==> src/nsp_pkg.sv <==
// ----------------------------------------------------------------------------
// nsp_pkg
// Shared types and constants of the note sequence player.
// ----------------------------------------------------------------------------
`default_nettype none

package nsp_pkg;

    // Command codes carried in the cmd field of an input item.
    localparam logic [2:0] CMD_WRITE = 3'd0;
    localparam logic [2:0] CMD_PLAY  = 3'd1;
    localparam logic [2:0] CMD_STOP  = 3'd2;
    localparam logic [2:0] CMD_TICK  = 3'd3;
    localparam logic [2:0] CMD_QUERY = 3'd4;

    // One stored note: wave, frequency, volume and duration in ms.
    localparam int unsigned NOTE_W = 48;

    // Duration conversion constants. The divide by 1000 is a shift by three
    // followed by a multiply with ceil(2^37 / 125), which is exact for every
    // 30-bit dividend. SAT_LIMIT is 1000 * 2^23.
    localparam logic [30:0] DIV125_MUL = 31'd1099511628;
    localparam logic [22:0] LEFT_MAX   = 23'h7F_FFFF;
    localparam logic [32:0] SAT_LIMIT  = 33'd8388608000;
    localparam logic [16:0] RATE_RST   = 17'd48000;

    // Commands from the controller to the datapath.
    typedef struct packed {
        logic latch;
        logic ram_wr;
        logic ram_rd;
        logic play_set;
        logic stop_sel;
        logic sel_zero;
        logic sel_inc;
        logic consume;
        logic left_sub;
        logic load_set;
        logic left_load;
        logic emit;
        logic emit_last;
    } t_dp_cmd;

    // Status from the datapath to the controller.
    typedef struct packed {
        logic [2:0] cmd;
        logic       v_ok;
        logic       cnt_nz;
        logic       is_tick;
        logic       active;
        logic       rem_ge;
        logic       idx_end;
        logic       sel_last;
        logic       rep_last;
        logic       dur_done;
        logic       out_free;
    } t_dp_stat;

endpackage

`default_nettype wire

==> src/nsp_ctrl.sv <==
// ----------------------------------------------------------------------------
// nsp_ctrl
// Controller state machine that sequences commands, note loads, the tick
// walk over the voices and the results.
// ----------------------------------------------------------------------------
`default_nettype none

module nsp_ctrl
    import nsp_pkg::*;
(
    input  wire logic     i_clk,
    input  wire logic     i_rst_n,
    input  wire logic     i_in_valid,
    output logic          o_in_ready,
    input  wire t_dp_stat i_stat,
    output t_dp_cmd       o_cmd
);

    typedef enum logic [7:0] {
        S_IDLE  = 8'b0000_0001,
        S_DEC   = 8'b0000_0010,
        S_RD    = 8'b0000_0100,
        S_LOAD  = 8'b0000_1000,
        S_DUR   = 8'b0001_0000,
        S_TCHK  = 8'b0010_0000,
        S_EMIT  = 8'b0100_0000,
        S_TEMIT = 8'b1000_0000
    } t_state;

    t_state r_state;
    t_state n_state;

    always_ff @(posedge i_clk) begin
        if (!i_rst_n) begin
            r_state <= S_IDLE;
        end else begin
            r_state <= n_state;
        end
    end

    assign o_in_ready = (r_state == S_IDLE);

    // Next state and datapath commands.
    always_comb begin
        n_state = r_state;
        o_cmd   = '0;
        unique case (r_state)
            S_IDLE: begin
                if (i_in_valid) begin
                    o_cmd.latch = 1'b1;
                    n_state     = S_DEC;
                end
            end
            S_DEC: begin
                unique case (i_stat.cmd)
                    CMD_WRITE: begin
                        o_cmd.ram_wr = 1'b1;
                        n_state      = S_IDLE;
                    end
                    CMD_PLAY: begin
                        if (i_stat.v_ok && i_stat.cnt_nz) begin
                            o_cmd.play_set = 1'b1;
                            n_state        = S_RD;
                        end else begin
                            n_state = S_EMIT;
                        end
                    end
                    CMD_STOP: begin
                        o_cmd.stop_sel = i_stat.v_ok;
                        n_state        = S_EMIT;
                    end
                    CMD_TICK: begin
                        o_cmd.sel_zero = 1'b1;
                        n_state        = S_TCHK;
                    end
                    CMD_QUERY: begin
                        n_state = S_EMIT;
                    end
                    default: begin
                        n_state = S_IDLE;
                    end
                endcase
            end
            S_RD: begin
                o_cmd.ram_rd = 1'b1;
                n_state      = S_LOAD;
            end
            S_LOAD: begin
                o_cmd.load_set = 1'b1;
                n_state        = S_DUR;
            end
            S_DUR: begin
                if (i_stat.dur_done) begin
                    o_cmd.left_load = 1'b1;
                    n_state         = i_stat.is_tick ? S_TCHK : S_EMIT;
                end
            end
            S_TCHK: begin
                // Step the selected voice; when spent, load next note or stop.
                if (i_stat.active && i_stat.rem_ge && !i_stat.idx_end) begin
                    o_cmd.consume = 1'b1;
                    n_state       = S_RD;
                end else begin
                    if (i_stat.active && i_stat.rem_ge) begin
                        o_cmd.stop_sel = 1'b1;
                    end else if (i_stat.active) begin
                        o_cmd.left_sub = 1'b1;
                    end
                    if (i_stat.sel_last) begin
                        o_cmd.sel_zero = 1'b1;
                        n_state        = S_TEMIT;
                    end else begin
                        o_cmd.sel_inc = 1'b1;
                    end
                end
            end
            S_EMIT: begin
                if (i_stat.out_free) begin
                    o_cmd.emit      = 1'b1;
                    o_cmd.emit_last = 1'b1;
                    n_state         = S_IDLE;
                end
            end
            S_TEMIT: begin
                if (i_stat.out_free) begin
                    o_cmd.emit      = 1'b1;
                    o_cmd.emit_last = i_stat.rep_last;
                    if (i_stat.rep_last) begin
                        n_state = S_IDLE;
                    end else begin
                        o_cmd.sel_inc = 1'b1;
                    end
                end
            end
            default: begin
                n_state = S_IDLE;
            end
        endcase
    end

endmodule

`default_nettype wire

==> config.mk <==
export PLATFORM = sky130hd
export DESIGN_NAME = nsp_ctrl
export DESIGN_NICKNAME = d
export VERILOG_FILES = /design/src/nsp_pkg.sv /design/src/nsp_ctrl.sv
export SDC_FILE = /design/constraint.sdc
export NUM_CORES = 1
export LEC_CHECK = 0
export ABC_AREA = 1
export BUFFER_PORTS_ARGS = -buffer_cell sky130_fd_sc_hd__buf_4
export CAP_MARGIN = 20
export CORE_MARGIN = 1.5
export CORE_UTILIZATION = 42
export DETAILED_ROUTE_END_ITERATION = 10
export PLACE_DENSITY = 0.73
export REMOVE_ABC_BUFFERS = 1
export SETUP_SLACK_MARGIN = 0.1
export SLEW_MARGIN = 20
export SYNTH_ARGS = -nofsm -noshare
export SYNTH_HDL_FRONTEND = slang
export SYNTH_SLANG_ARGS = --single-unit
==> constraint.sdc <==
create_clock -name i_clk -period 1.21 [get_ports i_clk]
set_input_delay 0.242 -clock i_clk [delete_from_list [all_inputs] [get_ports i_clk]]
set_output_delay 0.242 -clock i_clk [all_outputs]
set_load 0.03 [all_outputs]
==> qor.json <==
{
  "status": {
    "outcome": "complete, but fails checks",
    "failed_checks": "negative setup slack"
  },
  "timing": {
    "fmax_mhz": 594,
    "timing.clock.skew_ns": 0.000992,
    "final_max_slew_viol_count": 0,
    "min_period_over_period_pct": 139,
    "final.setup.tns_ns": -7.12,
    "hold_violations": 0,
    "layout_min_cycle_time_ns": 1.68,
    "finalSetupViolations": 22,
    "rsz_0062_raised_after_global_routing": "true",
    "post-route-worst-setup-slack_ns": -0.473,
    "slew_headroom_pct": 81.7,
    "worstMarginPinSlew_ns": 0.273
  },
  "floorplanning": {
    "die_height_um": 45.5,
    "die-area_um2": 2070,
    "core-area_um2": 1710,
    "initial_utilization_pct": 44.3,
    "floorplan.io_pins": 30,
    "row_count": 15,
    "die_x_extent_um": 45.5
  },
  "global_route": {
    "grt_pass1_wl_um": 4230,
    "grt_remaining_overflow": 0,
    "first_global_vias": 1029,
    "grt_antenna_before_repair": 0,
    "grt.total_usage_pct": 29.1,
    "grt_max_degree": 7
  },
  "final_layout": {
    "drive_gt1_share_pct": 56.1,
    "syn_to_final_growth_pct": 101,
    "nNetsFinal": 216,
    "num_antenna_cells": 0,
    "largest_register_ffs": 8,
    "largest_register": "r_state",
    "top_regs": "r_state (8)"
  },
  "critical_path": {
    "worst-r2r-cell-count": 9,
    "critical_path.reg2reg.startpoint": "r_state[3]$_SDFFE_PN0P_",
    "timing.setup.critical_path_class": "reg2out",
    "worst_setup_path_end_kind": "primary output",
    "worstPathRequired_ns": 0.97,
    "crit_fanout": 4,
    "worstSetupStartpointType": "register",
    "worst-r2r-setup-slack_ns": -0.27,
    "critPathArrivalTime_ns": 1.44,
    "critical_path.reg2reg.endpoint": "r_state[6]$_SDFFE_PN0P_"
  },
  "synthesis": {
    "post_synth_xor_area_fraction_pct": 0,
    "synth-warning-count": 0,
    "synth_edf_count": 0,
    "ys_async_sr_fraction_pct": 0,
    "compound_gate_fraction_of_synth_area_pct": 6.78,
    "synthMostInstantiatedCell": "sky130_fd_sc_hd__nand2_1",
    "seq_total_area_yosys_pct": 21.2,
    "synth.area.mux_share_pct": 0,
    "yosys_reg_bits": 8,
    "synthesis.area_per_instance_um2": 5.78,
    "synth_common_cells": "sky130_fd_sc_hd__nand2_1, sky130_fd_sc_hd__inv_1, sky130_fd_sc_hd__nor2_1, sky130_fd_sc_hd__nand3_1, sky130_fd_sc_hd__dfxtp_1",
    "count_of_unique_library_cells_instantiated_by_yosys": 21,
    "syn_inst": 131,
    "area_of_the_mapped_netlist_um2": 757,
    "top_cells_by_area_in_the_synthesized_netlist": "sky130_fd_sc_hd__dfxtp_1, sky130_fd_sc_hd__nand2_1, sky130_fd_sc_hd__inv_1, sky130_fd_sc_hd__nand3_1, sky130_fd_sc_hd__nor2_1",
    "synth_flop_cell": "sky130_fd_sc_hd__dfxtp_1",
    "synthDominantAreaCellType": "sky130_fd_sc_hd__dfxtp_1",
    "synth_top_area_share_pct": 21.2,
    "synth-simple-area-share_pct": 61.2,
    "synth_top_family_by_area": "simple AND/OR/NAND/NOR gates",
    "synth-adder-area-share_pct": 0
  },
  "placed_design": {
    "place_hpwl_um": 1750,
    "globalplace.congestion": 0.861,
    "io_buffers": 29,
    "dp_worst_setup_slack_ns": -0.290
  },
  "clock_network": {
    "tritoncts.num_buffers": 3,
    "clkSlewWorstSetupHoldPaths_ns": 0.05,
    "clock-sinks": 8,
    "tritoncts": "yes",
    "clk_root_buffer_cell": "sky130_fd_sc_hd__clkbuf_4",
    "clk-insertion-delay-late_ns": 0.25,
    "htreeDepth": 1,
    "cts.path.max_buffers": 2
  },
  "route": {
    "initialDrtViolationCount": 62,
    "first_pass_iters": 4,
    "viasPerCell": 5.40,
    "wl_per_cell_um": 14.1,
    "route.detailed.drc": 0,
    "drtAntennaViolNets": 0,
    "detailroute.via_count": 1204,
    "finalWirelength_um": 3160
  },
  "power": {
    "share_seq_of_total_power_pct": 28.0,
    "fin_total_pwr_mw": 1.09,
    "p_sw_mw": 0.416,
    "ir_drop_uv": 537,
    "internal_power_mw": 0.676,
    "static_leakage_nw": 0.767,
    "clkPwrFrac_pct": 18.3,
    "power_density_nw_per_um2": 719,
    "p_sw_share_pct": 38.1,
    "comb_power_share_pct": 53.6
  },
  "hold_path": {
    "hold_crit_path_type": "in2reg",
    "min_from": "i_rst_n",
    "worstHoldPathCells": 2,
    "hold_path_end": "r_state[0]$_SDFFE_PN1P_"
  },
  "flow_run": {
    "max_cap_violations": 0
  }
}
## how the worst max path moves through the flow
| stage | end | start |
|---|---|---|
| 2_1_floorplan | o_cmd[6] | r_state[0]$_SDFFE_PN1P_ |
| 3_3_place_gp | o_cmd[7] | r_state[5]$_SDFFE_PN0P_ |
| 3_5_place_dp | o_cmd[7] | r_state[6]$_SDFFE_PN0P_ |
| 4_1_cts | o_cmd[11] | r_state[2]$_SDFFE_PN0P_ |
| 5_1_grt | o_cmd[6] | r_state[3]$_SDFFE_PN0P_ |
| 6_report | o_cmd[7] | r_state[5]$_SDFFE_PN0P_ |
## critical path, cell delays in order, from the launching register on
cell and delay (ns):
sky130_fd_sc_hd__dfxtp_2 0.35, sky130_fd_sc_hd__inv_2 0.05, sky130_fd_sc_hd__nor2_2 0.13, sky130_fd_sc_hd__nand4_1 0.13, sky130_fd_sc_hd__buf_6 0.17, sky130_fd_sc_hd__nor2_4 0.10
sky130_fd_sc_hd__nand2_1 0.06, sky130_fd_sc_hd__nand2_1 0.07, sky130_fd_sc_hd__buf_6 0.13
## metrics by stage
stage	hold WS, ns	utilization (%)	std cells	instance area, um2
floorplan	0.326	-	131	757
global placement	0.475	68.6	207	1170
detailed placement	0.477	68.6	207	1170
CTS	0.215	82.5	221	1410
global route	0.216	88.9	223	1520
finish	0.222	88.9	223	1520
## timing repair
| action | 4_1_cts | 5_1_grt |
|---|---|---|
| gates resized for setup | 37 | 26 |
| setup buffers | 15 | 5 |
| pin swaps | 16 | 12 |
| setup endpoints to repair | 22 | 22 |
| hold buffers | 0 | 0 |
## layout by cell type (no fill, tap or decap)
cell type	n
sky130_fd_sc_hd__buf_4	47
sky130_fd_sc_hd__nand3_1	10
sky130_fd_sc_hd__clkbuf_4	3
sky130_fd_sc_hd__nor2_4	10
sky130_fd_sc_hd__o21a_1	1
sky130_fd_sc_hd__nand4_1	3
sky130_fd_sc_hd__buf_6	17
sky130_fd_sc_hd__dfxtp_4	2
sky130_fd_sc_hd__nor2_1	12
sky130_fd_sc_hd__a21oi_1	2
sky130_fd_sc_hd__nor3_1	1
sky130_fd_sc_hd__nand3b_1	1
sky130_fd_sc_hd__dfxtp_1	1
sky130_fd_sc_hd__nor3_4	1
sky130_fd_sc_hd__inv_2	2
sky130_fd_sc_hd__nor2_2	5
sky130_fd_sc_hd__nor3b_2	1
sky130_fd_sc_hd__dfxtp_2	5
sky130_fd_sc_hd__o21ai_1	1
sky130_fd_sc_hd__o32ai_4	1
sky130_fd_sc_hd__nand2_1	34
sky130_fd_sc_hd__nand3_2	5
sky130_fd_sc_hd__a21oi_2	2
sky130_fd_sc_hd__nand3b_2	1
sky130_fd_sc_hd__nand2_4	1
sky130_fd_sc_hd__inv_4	1
sky130_fd_sc_hd__nand2_2	2
sky130_fd_sc_hd__o21ai_0	2
sky130_fd_sc_hd__nand3_4	3
sky130_fd_sc_hd__nor3_2	2
sky130_fd_sc_hd__inv_1	19
## metal layers
layer	up-vias	wire length (um)	GRT usage (%)
met2	82	1650	50.4
met1	550	1120	31.7
met3	17	251	3.57
met4	0	134	21.8
met5	-	0	0
li1	555	-	-
## cell type report
type	instances	area, um2
tap	25	31.3
clock buffer	3	22.5
sequential	8	174
multi-input combinational	101	662
fill	78	189
inverter	22	85.1
timing repair buffer	64	544
## kinds of logic after synthesis
family                 after synthesis
and+or+nand+nor                     92
buffers and inverters               22
AOI/OAI and AO/OA                    9
DFF                                  8
## power by group through the flow
| stage | clock network [mW] | registers (mW) | logic, mW |
|---|---|---|---|
| finish | 0.200 | 0.306 | 0.586 |
| global route | 0.216 | 0.307 | 0.621 |
| CTS | 0.201 | 0.300 | 0.493 |
| detailed placement | 0 | 0.298 | 0.406 |
| global placement | 0 | 0.298 | 0.396 |
| floorplan | 0 | 0.297 | 0.223 |
Note: power is estimated with default switching activity, not from simulation.
